==> src/hdl/lstrb_pkg.sv <==
`default_nettype none
// ----------------------------------------------------------------------------
// lstrb_pkg
// Shared types, constants and helpers for the log-scaled trace ring buffer.
// ----------------------------------------------------------------------------
package lstrb_pkg;

   localparam int TRACE_DEPTH = 64;
   localparam int SLOT_W      = (TRACE_DEPTH > 1) ? $clog2(TRACE_DEPTH) : 1;
   localparam int COUNT_W     = $clog2(TRACE_DEPTH + 1);

   localparam int SAMPLE_W    = 11;
   localparam int THRESH_IW   = 5;
   localparam int ROW_W       = 6;
   localparam int XPOS_W      = 7;

   localparam logic [15:0]         CLIP_MA  = 16'd2000;
   localparam logic [ROW_W-1:0]    BASE_ROW = 6'd62;   // bottom row 63 minus one
   localparam logic [2:0]          SEARCH_TOP_BIT = 3'd4;

   typedef enum logic [1:0] {
      OP_APPEND  = 2'd0,
      OP_READOUT = 2'd1,
      OP_CLEAR   = 2'd2
   } opcode_type;

   typedef enum logic [2:0] {
      ST_IDLE,
      ST_SEARCH,
      ST_READ,
      ST_LOAD,
      ST_EMIT
   } state_type;

   typedef struct packed {
      logic              wr_en;
      logic              clear;
      logic              rd_en;
      logic [ROW_W-1:0]  wr_row;
      logic [SLOT_W-1:0] rd_index;
   } ring_cmd_type;

   // Sorted row thresholds, padded above the clip level so the pad never matches.
   function automatic logic [SAMPLE_W-1:0] thresh_at(input logic [THRESH_IW-1:0] idx);
      logic [SAMPLE_W-1:0] t;
      case (idx)
         5'd0:    t = 11'd4;
         5'd1:    t = 11'd9;
         5'd2:    t = 11'd15;
         5'd3:    t = 11'd21;
         5'd4:    t = 11'd29;
         5'd5:    t = 11'd38;
         5'd6:    t = 11'd49;
         5'd7:    t = 11'd61;
         5'd8:    t = 11'd74;
         5'd9:    t = 11'd90;
         5'd10:   t = 11'd109;
         5'd11:   t = 11'd130;
         5'd12:   t = 11'd154;
         5'd13:   t = 11'd183;
         5'd14:   t = 11'd215;
         5'd15:   t = 11'd253;
         5'd16:   t = 11'd296;
         5'd17:   t = 11'd346;
         5'd18:   t = 11'd404;
         5'd19:   t = 11'd470;
         5'd20:   t = 11'd547;
         5'd21:   t = 11'd636;
         5'd22:   t = 11'd738;
         5'd23:   t = 11'd856;
         5'd24:   t = 11'd992;
         5'd25:   t = 11'd1148;
         5'd26:   t = 11'd1329;
         5'd27:   t = 11'd1538;
         5'd28:   t = 11'd1779;
         default: t = 11'd2047;
      endcase
      return t;
   endfunction

   // base + offset, where the sum stays below twice the depth
   function automatic logic [SLOT_W-1:0] slot_wrap(input logic [SLOT_W:0] sum);
      logic [SLOT_W:0] adj;
      adj = sum;
      if (sum >= (SLOT_W+1)'(TRACE_DEPTH)) begin
         adj = sum - (SLOT_W+1)'(TRACE_DEPTH);
      end
      return adj[SLOT_W-1:0];
   endfunction

endpackage
`default_nettype wire

==> src/hdl/lstrb_if.sv <==
`default_nettype none
// ----------------------------------------------------------------------------
// lstrb_if
// Valid/ready channels for command transactions and point transactions.
// ----------------------------------------------------------------------------
interface lstrb_req_if;
   logic        valid;
   logic        ready;
   logic [1:0]  opcode;
   logic [15:0] current_ma;

   modport source (output valid, opcode, current_ma, input ready);
   modport sink   (input valid, opcode, current_ma, output ready);
endinterface

interface lstrb_rsp_if;
   logic       valid;
   logic       ready;
   logic [6:0] point_x;
   logic [5:0] point_y;
   logic       point_valid;
   logic       last_point;

   modport source (output valid, point_x, point_y, point_valid, last_point, input ready);
   modport sink   (input valid, point_x, point_y, point_valid, last_point, output ready);
endinterface
`default_nettype wire

==> src/hdl/log_scaled_trace_ring_buffer.sv <==
`default_nettype none
// ----------------------------------------------------------------------------
// log_scaled_trace_ring_buffer
// Log-scaled trace store for a scrolling current graph.
// ----------------------------------------------------------------------------
// Usage:
//   req_ch carries one command per transaction: append a milliamp sample,
//   read out the trace, or clear it. rsp_ch carries readout points
//   (x, y, valid, last). Only one command is in work at a time; req_ch.ready
//   is high only while the block is idle.
//   Append: ready stays low from acceptance until the sample's row is
//   written. The row is found by a 5-probe binary search through the
//   threshold table on one comparator, then written to the ring.
//   Clear: takes effect on acceptance. Unused opcode: accepted and ignored.
//   Readout: a run of one point per stored entry, oldest first, last_point on
//   the final one; an empty trace gives a single marker with point_valid low.
//   Each point goes through ring read, output register load and transaction
//   plus receiver stall time, set by the single registered ring read port.
//   A stalled receiver simply holds the current point; nothing is dropped.
//   Reset (synchronous) empties the trace; no clearing pass is needed.
// ----------------------------------------------------------------------------
module log_scaled_trace_ring_buffer (
   input  wire logic   clock,
   input  wire logic   reset,
   lstrb_req_if.sink   req_ch,
   lstrb_rsp_if.source rsp_ch
);

   lstrb_pkg::state_type             state_ff, state_in;
   logic [lstrb_pkg::SLOT_W-1:0]     idx_ff, idx_in;
   logic [lstrb_pkg::XPOS_W-1:0]     x_ff, x_in;
   logic [lstrb_pkg::ROW_W-1:0]      y_ff, y_in;
   logic                             pvalid_ff, pvalid_in;
   logic                             last_ff, last_in;

   lstrb_pkg::ring_cmd_type          ring_cmd;
   logic [lstrb_pkg::COUNT_W-1:0]    fill_count;
   logic [lstrb_pkg::ROW_W-1:0]      rd_row;

   logic                             search_start;
   logic                             search_done;
   logic [lstrb_pkg::THRESH_IW-1:0]  search_count;
   logic [lstrb_pkg::SAMPLE_W-1:0]   clipped;
   logic                             req_fire;

   assign req_fire = req_ch.valid && req_ch.ready;
   assign clipped  = (req_ch.current_ma > lstrb_pkg::CLIP_MA)
                   ? lstrb_pkg::CLIP_MA[lstrb_pkg::SAMPLE_W-1:0]
                   : req_ch.current_ma[lstrb_pkg::SAMPLE_W-1:0];

   lstrb_row_search u_search (
      .clock  (clock),
      .reset  (reset),
      .start  (search_start),
      .sample (clipped),
      .done   (search_done),
      .count  (search_count)
   );

   lstrb_ring u_ring (
      .clock      (clock),
      .reset      (reset),
      .cmd        (ring_cmd),
      .fill_count (fill_count),
      .rd_row     (rd_row)
   );

   always_comb begin
      state_in          = state_ff;
      idx_in            = idx_ff;
      x_in              = x_ff;
      y_in              = y_ff;
      pvalid_in         = pvalid_ff;
      last_in           = last_ff;
      search_start      = 1'b0;
      ring_cmd.wr_en    = 1'b0;
      ring_cmd.clear    = 1'b0;
      ring_cmd.rd_en    = 1'b0;
      ring_cmd.wr_row   = lstrb_pkg::BASE_ROW
                        - lstrb_pkg::ROW_W'(search_count);
      ring_cmd.rd_index = idx_ff;

      case (state_ff)
         lstrb_pkg::ST_IDLE: begin
            if (req_fire) begin
               case (lstrb_pkg::opcode_type'(req_ch.opcode))
                  lstrb_pkg::OP_APPEND: begin
                     search_start = 1'b1;
                     state_in     = lstrb_pkg::ST_SEARCH;
                  end
                  lstrb_pkg::OP_READOUT: begin
                     idx_in = '0;
                     if (fill_count == '0) begin
                        // empty trace: single marker transaction
                        x_in      = '0;
                        y_in      = '0;
                        pvalid_in = 1'b0;
                        last_in   = 1'b1;
                        state_in  = lstrb_pkg::ST_EMIT;
                     end else begin
                        state_in = lstrb_pkg::ST_READ;
                     end
                  end
                  lstrb_pkg::OP_CLEAR: begin
                     ring_cmd.clear = 1'b1;
                  end
                  default: begin
                  end
               endcase
            end
         end
         lstrb_pkg::ST_SEARCH: begin
            if (search_done) begin
               ring_cmd.wr_en = 1'b1;
               state_in       = lstrb_pkg::ST_IDLE;
            end
         end
         lstrb_pkg::ST_READ: begin
            ring_cmd.rd_en = 1'b1;
            state_in       = lstrb_pkg::ST_LOAD;
         end
         lstrb_pkg::ST_LOAD: begin
            x_in      = lstrb_pkg::XPOS_W'({idx_ff, 1'b0});
            y_in      = rd_row;
            pvalid_in = 1'b1;
            last_in   = ((lstrb_pkg::COUNT_W'(idx_ff) + lstrb_pkg::COUNT_W'(1))
                         == fill_count);
            state_in  = lstrb_pkg::ST_EMIT;
         end
         lstrb_pkg::ST_EMIT: begin
            if (rsp_ch.ready) begin
               if (last_ff) begin
                  state_in = lstrb_pkg::ST_IDLE;
               end else begin
                  idx_in   = idx_ff + lstrb_pkg::SLOT_W'(1);
                  state_in = lstrb_pkg::ST_READ;
               end
            end
         end
         default: begin
            state_in = lstrb_pkg::ST_IDLE;
         end
      endcase
   end

   always_ff @(posedge clock) begin
      if (reset) begin
         state_ff <= lstrb_pkg::ST_IDLE;
      end else begin
         state_ff <= state_in;
      end
      idx_ff    <= idx_in;
      x_ff      <= x_in;
      y_ff      <= y_in;
      pvalid_ff <= pvalid_in;
      last_ff   <= last_in;
   end

   assign req_ch.ready       = (state_ff == lstrb_pkg::ST_IDLE);
   assign rsp_ch.valid       = (state_ff == lstrb_pkg::ST_EMIT);
   assign rsp_ch.point_x     = x_ff;
   assign rsp_ch.point_y     = y_ff;
   assign rsp_ch.point_valid = pvalid_ff;
   assign rsp_ch.last_point  = last_ff;

endmodule
`default_nettype wire

==> src/hdl/lstrb_row_search.sv <==
`default_nettype none
// ----------------------------------------------------------------------------
// lstrb_row_search
// Binary search of the threshold table with one shared comparator, one
// probe per cycle. Returns the number of thresholds at or below the sample.
// ----------------------------------------------------------------------------
module lstrb_row_search (
   input  wire logic                              clock,
   input  wire logic                              reset,
   input  wire logic                              start,
   input  wire logic [lstrb_pkg::SAMPLE_W-1:0]    sample,
   output logic                                   done,
   output logic [lstrb_pkg::THRESH_IW-1:0]        count
);

   logic                               busy_ff, busy_in;
   logic                               done_ff, done_in;
   logic [2:0]                         bit_ff, bit_in;
   logic [lstrb_pkg::THRESH_IW-1:0]    pos_ff, pos_in;
   logic [lstrb_pkg::SAMPLE_W-1:0]     sample_ff, sample_in;
   logic [lstrb_pkg::THRESH_IW-1:0]    stride;
   logic [lstrb_pkg::THRESH_IW-1:0]    probe;

   assign stride = lstrb_pkg::THRESH_IW'(1) << bit_ff;
   assign probe  = pos_ff + stride - lstrb_pkg::THRESH_IW'(1);

   always_comb begin
      busy_in   = busy_ff;
      done_in   = 1'b0;
      bit_in    = bit_ff;
      pos_in    = pos_ff;
      sample_in = sample_ff;
      if (start) begin
         busy_in   = 1'b1;
         bit_in    = lstrb_pkg::SEARCH_TOP_BIT;
         pos_in    = '0;
         sample_in = sample;
      end else if (busy_ff) begin
         if (lstrb_pkg::thresh_at(probe) <= sample_ff) begin
            pos_in = pos_ff + stride;
         end
         if (bit_ff == 3'd0) begin
            busy_in = 1'b0;
            done_in = 1'b1;
         end else begin
            bit_in = bit_ff - 3'd1;
         end
      end
   end

   always_ff @(posedge clock) begin
      if (reset) begin
         busy_ff <= 1'b0;
         done_ff <= 1'b0;
      end else begin
         busy_ff <= busy_in;
         done_ff <= done_in;
      end
      bit_ff    <= bit_in;
      pos_ff    <= pos_in;
      sample_ff <= sample_in;
   end

   assign done  = done_ff;
   assign count = pos_ff;

endmodule
`default_nettype wire

==> src/hdl/lstrb_ring.sv <==
`default_nettype none
// ----------------------------------------------------------------------------
// lstrb_ring
// Row store with oldest pointer and fill count; overwrites the oldest entry
// once full. Read data is registered.
// ----------------------------------------------------------------------------
module lstrb_ring (
   input  wire logic                              clock,
   input  wire logic                              reset,
   input  wire lstrb_pkg::ring_cmd_type           cmd,
   output logic [lstrb_pkg::COUNT_W-1:0]          fill_count,
   output logic [lstrb_pkg::ROW_W-1:0]            rd_row
);

   logic [lstrb_pkg::ROW_W-1:0]   row_store_ff [lstrb_pkg::TRACE_DEPTH];
   logic [lstrb_pkg::ROW_W-1:0]   rd_row_ff;
   logic [lstrb_pkg::SLOT_W-1:0]  oldest_ff, oldest_in;
   logic [lstrb_pkg::COUNT_W-1:0] fill_ff, fill_in;
   logic [lstrb_pkg::SLOT_W-1:0]  wr_addr;
   logic [lstrb_pkg::SLOT_W-1:0]  rd_addr;
   logic                          full;

   assign full    = (fill_ff == lstrb_pkg::COUNT_W'(lstrb_pkg::TRACE_DEPTH));
   assign rd_addr = lstrb_pkg::slot_wrap((lstrb_pkg::SLOT_W+1)'(oldest_ff)
                                         + (lstrb_pkg::SLOT_W+1)'(cmd.rd_index));

   always_comb begin
      oldest_in = oldest_ff;
      fill_in   = fill_ff;
      wr_addr   = oldest_ff;
      if (cmd.clear) begin
         oldest_in = '0;
         fill_in   = '0;
      end else if (cmd.wr_en) begin
         if (full) begin
            wr_addr   = oldest_ff;
            oldest_in = lstrb_pkg::slot_wrap((lstrb_pkg::SLOT_W+1)'(oldest_ff)
                                             + (lstrb_pkg::SLOT_W+1)'(1));
         end else begin
            wr_addr = lstrb_pkg::slot_wrap((lstrb_pkg::SLOT_W+1)'(oldest_ff)
                                           + (lstrb_pkg::SLOT_W+1)'(fill_ff));
            fill_in = fill_ff + lstrb_pkg::COUNT_W'(1);
         end
      end
   end

   always_ff @(posedge clock) begin
      if (reset) begin
         oldest_ff <= '0;
         fill_ff   <= '0;
      end else begin
         oldest_ff <= oldest_in;
         fill_ff   <= fill_in;
      end
   end

   always_ff @(posedge clock) begin
      if (cmd.wr_en && !cmd.clear) begin
         row_store_ff[wr_addr] <= cmd.wr_row;
      end
      if (cmd.rd_en) begin
         rd_row_ff <= row_store_ff[rd_addr];
      end
   end

   assign fill_count = fill_ff;
   assign rd_row     = rd_row_ff;

   a_fill_bounded: assert property (@(posedge clock) disable iff (reset)
      fill_ff <= lstrb_pkg::COUNT_W'(lstrb_pkg::TRACE_DEPTH))
      else $error("fill count above ring depth");

   a_oldest_holds_filling: assert property (@(posedge clock) disable iff (reset)
      (cmd.wr_en && !cmd.clear && !full) |=> $stable(oldest_ff))
      else $error("oldest slot moved before ring was full");

   a_full_stays_full: assert property (@(posedge clock) disable iff (reset)
      (cmd.wr_en && !cmd.clear && full) |=> full)
      else $error("overwrite changed fill count");

   a_clear_empties: assert property (@(posedge clock) disable iff (reset)
      cmd.clear |=> (fill_ff == '0) && (oldest_ff == '0))
      else $error("clear left entries behind");

endmodule
`default_nettype wire
==> src/flat_wrapper.sv <==
// flat-port wrapper written by rule: the top's interface ports become plain ports
module log_scaled_trace_ring_buffer_flat 
  (clock, reset, req_ch_valid, req_ch_opcode, req_ch_current_ma, req_ch_ready, rsp_ch_valid, rsp_ch_point_x, rsp_ch_point_y, rsp_ch_point_valid, rsp_ch_last_point, rsp_ch_ready);
  lstrb_req_if req_ch_i ();
  lstrb_rsp_if rsp_ch_i ();
  input  wire logic clock;
  input  wire logic reset;
  input wire logic [$bits(req_ch_i.valid)-1:0] req_ch_valid;
  input wire logic [$bits(req_ch_i.opcode)-1:0] req_ch_opcode;
  input wire logic [$bits(req_ch_i.current_ma)-1:0] req_ch_current_ma;
  output wire logic [$bits(req_ch_i.ready)-1:0] req_ch_ready;
  output wire logic [$bits(rsp_ch_i.valid)-1:0] rsp_ch_valid;
  output wire logic [$bits(rsp_ch_i.point_x)-1:0] rsp_ch_point_x;
  output wire logic [$bits(rsp_ch_i.point_y)-1:0] rsp_ch_point_y;
  output wire logic [$bits(rsp_ch_i.point_valid)-1:0] rsp_ch_point_valid;
  output wire logic [$bits(rsp_ch_i.last_point)-1:0] rsp_ch_last_point;
  input wire logic [$bits(rsp_ch_i.ready)-1:0] rsp_ch_ready;
  assign req_ch_i.valid = req_ch_valid;
  assign req_ch_i.opcode = req_ch_opcode;
  assign req_ch_i.current_ma = req_ch_current_ma;
  assign req_ch_ready = req_ch_i.ready;
  assign rsp_ch_valid = rsp_ch_i.valid;
  assign rsp_ch_point_x = rsp_ch_i.point_x;
  assign rsp_ch_point_y = rsp_ch_i.point_y;
  assign rsp_ch_point_valid = rsp_ch_i.point_valid;
  assign rsp_ch_last_point = rsp_ch_i.last_point;
  assign rsp_ch_i.ready = rsp_ch_ready;
  log_scaled_trace_ring_buffer u_core (.clock(clock), .reset(reset), .req_ch(req_ch_i), .rsp_ch(rsp_ch_i));
endmodule
==> config.mk <==
export PLATFORM = sky130hd
export DESIGN_NAME = log_scaled_trace_ring_buffer_flat
export DESIGN_NICKNAME = d
export VERILOG_FILES = /design/src/hdl/lstrb_pkg.sv /design/src/hdl/lstrb_if.sv /design/src/hdl/log_scaled_trace_ring_buffer.sv /design/src/hdl/lstrb_row_search.sv /design/src/hdl/lstrb_ring.sv /design/src/flat_wrapper.sv
export SDC_FILE = /design/constraint.sdc
export NUM_CORES = 1
export LEC_CHECK = 0
export CAP_MARGIN = 25
export CORE_MARGIN = 4
export CORE_UTILIZATION = 33
export DETAILED_ROUTE_END_ITERATION = 12
export DONT_BUFFER_PORTS = 1
export HOLD_SLACK_MARGIN = 0.05
export REMOVE_ABC_BUFFERS = 1
export SLEW_MARGIN = 20
export SYNTH_ARGS = -nofsm -noshare
export SYNTH_HDL_FRONTEND = slang
export SYNTH_SLANG_ARGS = --single-unit
==> constraint.sdc <==
create_clock -name clock -period 5.95 [get_ports clock]
set_input_delay 0.2975 -clock clock [delete_from_list [all_inputs] [get_ports clock]]
set_output_delay 0.2975 -clock clock [all_outputs]
set_load 0.005 [all_outputs]
==> metrics.txt, run 1 <==
worst slew pin tran=approximately 1.1 ns; Hold Violations, Final=0; Reg clk slew, reported paths=0.05 ns; detailed-placement wirelength estimate=about 26,000 um; number of synthesized flops with an enable pin=421; worst-skew pair later-pin latency=0.57 ns; PortBufs=0; final setup fails=0; CTS Sinks=around 450; post-route setup TNS=0 ns; Power Density=413 nW/um^2; Final ANT Viol Nets=0; drt pass-1 iters=5; Placer Congestion=roughly 0.83; CP max stage delay=0.61 ns; Ys Warns=0; initial antenna violation count=0; Root Buffer=clkbuf_16; Worst IR Drop VDD=0.310 mV; CP Buf/Inv Count=3; fill count=5,360; Netlist Area Pre-Place=slightly below 20,000 um^2; dpl ws=roughly 0.97 ns; Area Overhead vs Synth=13.9%; postcts setup bufs=0; slowest library cell on the worst path=fa_1; syn_area_per_cell=roughly 17 um^2; Worst Path Required=~6.4 ns; die area=between 60,000 and 70,000 um^2; vias in the first global route=approximately 10,000; Std-Cell Rows=around 90; max-slew violations=0; H-tree Lvls=2; CTS tree=built; status=finished, final reports clean; ANT cells=0; Hold WS=around 0.087 ns; layout cells sized above 1=19.7%; final non-filler cell total=1,998; die width=about 250 um; Max-cap violations=0; Cell Chain, Critical Path=inv_1, ha_1, nand2b_1, inv_1, ha_1, inv_1, fa_1, ha_1, and2_1, and2_4, xor2_4, nand2_2, a311oi_2, ha_1, a21o_1, a21o_1, a21oi_1, nor4bb_1, o21ai_1, mux2i_1, nor2_1; Placeable Area=between 50,000 and 60,000 um^2; total leakage power=around 7.3 nW; CP delay by family, top=adder cells; vias per inst=slightly above 5; first-pass GRT wire length=between 60,000 and 70,000 um; most frequent CP cell=ha_1; clk_skew=about 0.022 ns; Global Route Usage Sum=a little over an eighth; DRT iter0 DRCs=roughly 750; worst rel slew slack=approximately 28%; RSZ-0062 raised after global routing=false; #FFs+latches synth=around 450; Synth Flop Type=edfxtp_1; Synth cell types=a little over 70; Final WS setup=0.938 ns; Die H=252 um; GRT overflow=0; Crit path arrival time=around 5.4 ns; Post-Syn Instances=approximately 1,200; part of the Yosys area used for sequential elements=around two thirds; DRC violations left=0; Pwr Total=slightly above 0.009 W; I/O Pins=39; final cycle utilization of the critical path=about 84%; Critical Setup Path Class=register to register; final wirelength=41,400 um; CTS buffer count=46; FFs w/ async S/R, synth=0%; clock tree buffer depth=3; largest net degree at the start of global routing=68; startpoint types=register; Max Freq=about 0.20 GHz; Initial Utilization=33.3%; Cells after DPL=~1,900; Final Critical Period=approximately 5.0 ns; vias post-DR=10,100; CP endpoint kind=register; Hold Crit Class=input pin to register; Routed wire per std cell=~21 um; Nets=1,256; CP max FO=17
==> placed cells by master (no fill, tap or decap), types with 4 or more instances in the layout <==
cell type,n
o21ai_0,14
nor3b_1,4
o21a_1,4
xor2_1,12
nand4_1,7
nor3_1,76
ha_1,40
dfxtp_1,25
and2_1,21
nor2_1,53
nand2_1,38
nor2b_1,7
nand3b_1,5
buf_2,4
clkbuf_2,5
buf_4,16
mux2i_1,58
clkbuf_1,8
a21oi_1,31
clkbuf_16,47
mux4_2,107
inv_1,28
a211oi_1,8
dlygate4sd3_1,19
a31oi_1,4
nand2b_1,11
a21o_1,10
clkinv_2,10
nand3_1,11
o21ai_1,5
clkinv_1,8
xnor2_1,21
edfxtp_1,421
==> metrics by stage <==
stage,cell area (um^2),utilization [%]
finish,22300,37.9
global route,22300,37.9
CTS,22300,37.8
global placement,20600,34.9
floorplan,19300,-
detailed placement,20600,35.0
==> registers in the layout, indices dropped and copies added, names as in the netlist <==
| register | count |
|---|---|
| u_core.u_search.bit_ff | 3 |
| u_core.rsp_ch.point_y | 6 |
| u_core.u_ring.rd_row | 6 |
| u_core.u_search.busy_ff | 1 |
| u_core.idx_ff | 6 |
| u_core.u_ring.oldest_ff | 6 |
| u_core.rsp_ch.last_point | 1 |
| u_core.u_ring.fill_count | 7 |
| u_core.u_search.sample_ff | 11 |
| u_core.u_search.done | 1 |
| u_core.rsp_ch.point_valid | 1 |
| u_core.u_search.count | 5 |
| u_core.rsp_ch.point_x | 6 |
| u_core.u_ring.row_store_ff | 384 |
| u_core.state_ff | 3 |
==> power by group <==
part | switching (W) | internal, W | leakage (nW) | total, W
Combinational | 0.00159 | 0.000941 | 2.64 | 0.00253
Clock | 0.00117 | 0.00155 | 0.697 | 0.00272
Sequential | 0.0000947 | 0.00388 | 3.94 | 0.00397
==> path summary, 6_finish.rpt <==
check                                               start  slack (ns)  depth (start not counted)                           end
worst max register to register  u_core.u_search.bit_ff[0]        0.94                         21      u_core.u_search.count[0]
worst max-delay path            u_core.u_search.bit_ff[0]        0.94                         21      u_core.u_search.count[0]
worst min-delay path                req_ch_current_ma[11]        0.09                          2  u_core.u_search.sample_ff[6]
worst min register to register    u_core.u_ring.rd_row[0]        0.52                          1      u_core.rsp_ch.point_y[0]
==> cell type report <==
type,count,area [um^2],area share (%)
Clock inverter,27,199,0.892
Tap cell,773,967,4.33
Clock buffer,56,1220,5.47
Inverter,31,116,0.522
Timing Repair Buffer,48,450,2.02
Sequential cell,447,13200,59.0
Multi-Input combinational cell,616,6200,27.8
==> per-layer routing <==
metal	wire (um)	track usage (%)
met5	0	0
met1	18100	17.9
met4	1140	4.61
met3	1850	1.95
met2	20300	21.3
==> repair_timing <==
action	4_1_cts	5_1_grt
endpoints found under the hold margin	16	0
gates resized for setup	0	0
hold buffers	19	0
==> cells in the mapped netlist (3+ instances only) <==
library cell  number  area, um^2
o21ai_1            5        25.0
nand4_1            7        43.8
nor3_1            78         390
ha_1              41         513
nor2_1            53         199
inv_1             29         109
fa_1               3        60.1
a21o_1            10        75.1
xnor2_1           24         210
a21oi_2            3        26.3
xnor2_2            3        48.8
xor2_1            15         131
and3_1             3        18.8
buf_4              3        22.5
and2_1            21         131
nor2b_1            7        43.8
clkbuf_1          25        93.8
nand2b_1          11        68.8
mux2i_1           58         581
nand2_1           38         143
nor3b_1            4        30.0
nand3b_1           5        37.5
dfxtp_1           26         521
a31oi_1            4        25.0
o21a_1             4        30.0
edfxtp_1         421       12600
a21oi_1           31         155
a211oi_1           8        60.1
mux4_2           107        2410
nand3_1           11        55.1
o21ai_0           14        70.1
buf_2             27         135
==> cells by family (layout without fill, tap and decap cells) <==
| logic type | count (synthesis) | count (layout) | synth area share, % |
|---|---|---|---|
| xor gates and xnor gates | 45 | 45 | 2.30 |
| other | 1 | 1 | 0.0191 |
| muxes | 166 | 166 | 15.3 |
| AOI/OAI and AO/OA | 100 | 100 | 3.47 |
| buffers and inverters | 87 | 162 | 1.94 |
| adders and majority gates | 44 | 44 | 2.93 |
| and+or+nand+nor | 260 | 260 | 6.83 |
| DFF | 447 | 447 | 67.2 |
Note: power is estimated with default switching activity, not from simulation.
==> run 2: changes to the inputs <==
clock period = 4.4 ns   (was 5.95 ns; I/O delays follow)
==> run 2 against run 1 <==
Compared with the run above: maximum frequency rose by 20%; critical endpoint is now u_core.u_search.count[2]; setup slack lost 0.70 ns; via count increased by 4.5%; largest cell class unchanged.
==> metrics.txt, run 2 (synthesized netlist as in run 1, its figures left out) <==
status=finished, final reports clean; ANT cells=0; Final WS setup=0.237 ns; H-tree Lvls=2; vias in the first global route=10,700; Hold Violations, Final=0; clk_skew=~0.019 ns; detailed-placement wirelength estimate=~27,000 um; first-pass GRT wire length=66,600 um; Placeable Area=between 50,000 and 60,000 um^2; Nets=around 1,400; Initial Utilization=between 30 and 40%; CP endpoint kind=register; Area Overhead vs Synth=18.7%; dpl ws=-0.00671 ns; startpoint types=register; vias post-DR=10,600; max reg flops=about 380; Critical Setup Path Class=register to register; initial antenna violation count=0; Worst R2R Setup Slack=0.24 ns; drt pass-1 iters=5; CP max FO=6; final non-filler cell total=around 2,100; Die H=252 um; storage element area=between 10,000 and 15,000 um^2; I/O Pins=39; DRC violations left=0; Power Density=roughly 600 nW/um^2; layout cells sized above 1=between 20% and 30%; Std-Cell Rows=just under 90; Worst IR Drop VDD=around 0.41 mV; post-route setup TNS=0 ns; final setup fails=0; worst-skew pair later-pin latency=between 0.5 and 0.6 ns; vias per inst=~5.1; largest net degree at the start of global routing=a little under 70; GRT overflow=0; Worst Path Required=approximately 4.9 ns; clock tree buffer depth=3; Root Buffer=clkbuf_16; CTS Sinks=447; most frequent cells in the layout=421 x edfxtp_1, 112 x buf_4, 107 x mux4_2; worst rel slew slack=roughly 37%; max-slew violations=0; Cells after DPL=1,980; DRT iter0 DRCs=roughly 850; Reg clk slew, reported paths=0.06 ns; Routed wire per std cell=approximately 21 um; Max-cap violations=0; final cycle utilization of the critical path=94.6%; Final ANT Viol Nets=0; Placer Congestion=0.887; CTS buffer count=45; Multi-input gate area=roughly 6300 um^2; CTS tree=built; die area=63,300 um^2; fill count=5,289; final wirelength=between 40,000 and 50,000 um; Crit path arrival time=around 4.6 ns; Max Freq=0.240 GHz; most common cell after layout, fill and taps aside=edfxtp_1; PortBufs=0; Hold Crit Class=input pin to register; Biggest register=u_core.u_ring.row_store_ff; die width=252 um; worst slew pin tran=slightly above 0.9 ns; Final Critical Period=~4.2 ns; Global Route Usage Sum=a little over an eighth; total leakage power=7.80 nW
## run 2: cell types whose count changed in the layout (fill, tap and decap cells not counted), sizes merged, moves of 3 or more
cell / delta
buf: +96
bufinv: +4
clkbuf: -12
clkinv: -3
clkinvlp: +5
dlygate4sd3: +4
## run 2: timing repair
action / in CTS / in global routing
hold buffers: 23 / 0
gates resized for setup: 1 / 32
buffers inserted: 0 / 6
pin swaps: 0 / 16
setup endpoints to repair: 1 / 5
hold endpoints to repair: 21 / 0
gates cloned: 0 / 1
## run 2: metal layers
metal	track usage (%)	share of wire [%]
met5	0	0
met3	2.54	4.8
met1	18.4	43
met4	3.06	1.7
met2	22.9	50
## run 2: critical path, stage by stage, from the launching register on
cell and delay [ns]:
dfxtp_2 0.32, inv_2 0.07, ha_4 0.15, nand2b_4 0.05, inv_2 0.06, ha_4 0.12
inv_1 0.04, fa_1 0.53, ha_2 0.23, and2_4 0.15, and2_4 0.17, xor2_4 0.25
buf_6 0.16, mux2i_2 0.21, a211oi_2 0.09, ha_1 0.32, a21oi_1 0.15, nor2b_1 0.06
o21ai_1 0.11, nor4bb_2 0.29, o21ai_1 0.12, buf_4 0.18, mux2i_1 0.15, nor2_1 0.06
## run 2: per-stage QoR
| stage | util [%] | instance area [um^2] | total power (W) | hold slack, ns |
|---|---|---|---|---|
| final | 39.5 | 23200 | 0.0135 | 0.107 |
| after global routing | 39.5 | 23200 | 0.0143 | 0.138 |
| after CTS | 39.2 | 23100 | 0.0132 | 0.0765 |
| after detailed placement | 36.2 | 21300 | 0.00924 | 0.297 |
| after global placement | 36.2 | 21300 | 0.00914 | 0.292 |
| after floorplan | - | 19300 | 0.00785 | 0.289 |
## run 2: area by class of cell
class | count | share of cell area [%]
multi-input combinational | 616 | 27.1
sequential | 447 | 56.6
inverter | 31 | 0.517
clock inverter | 34 | 1.50
clock buffer | 48 | 4.89
timing repair buffer | 144 | 5.21
tap | 773 | 4.16
## run 2: final timing paths
check,from,end,cells after the start
worst max-delay path,u_core.u_search.bit_ff[1],u_core.u_search.count[2],23
worst min-delay path,req_ch_opcode[1],u_core.state_ff[1],6
worst max register to register,u_core.u_search.bit_ff[1],u_core.u_search.count[2],23
worst min register to register,u_core.u_ring.rd_row[3],u_core.rsp_ch.point_y[3],1
## run 2: power breakdown
part / switching, W / internal (W)
Sequential: 0.000112 / 0.00524
Combinational: 0.00246 / 0.00187
Clock: 0.00162 / 0.00224
Total: 0.00419 / 0.00935
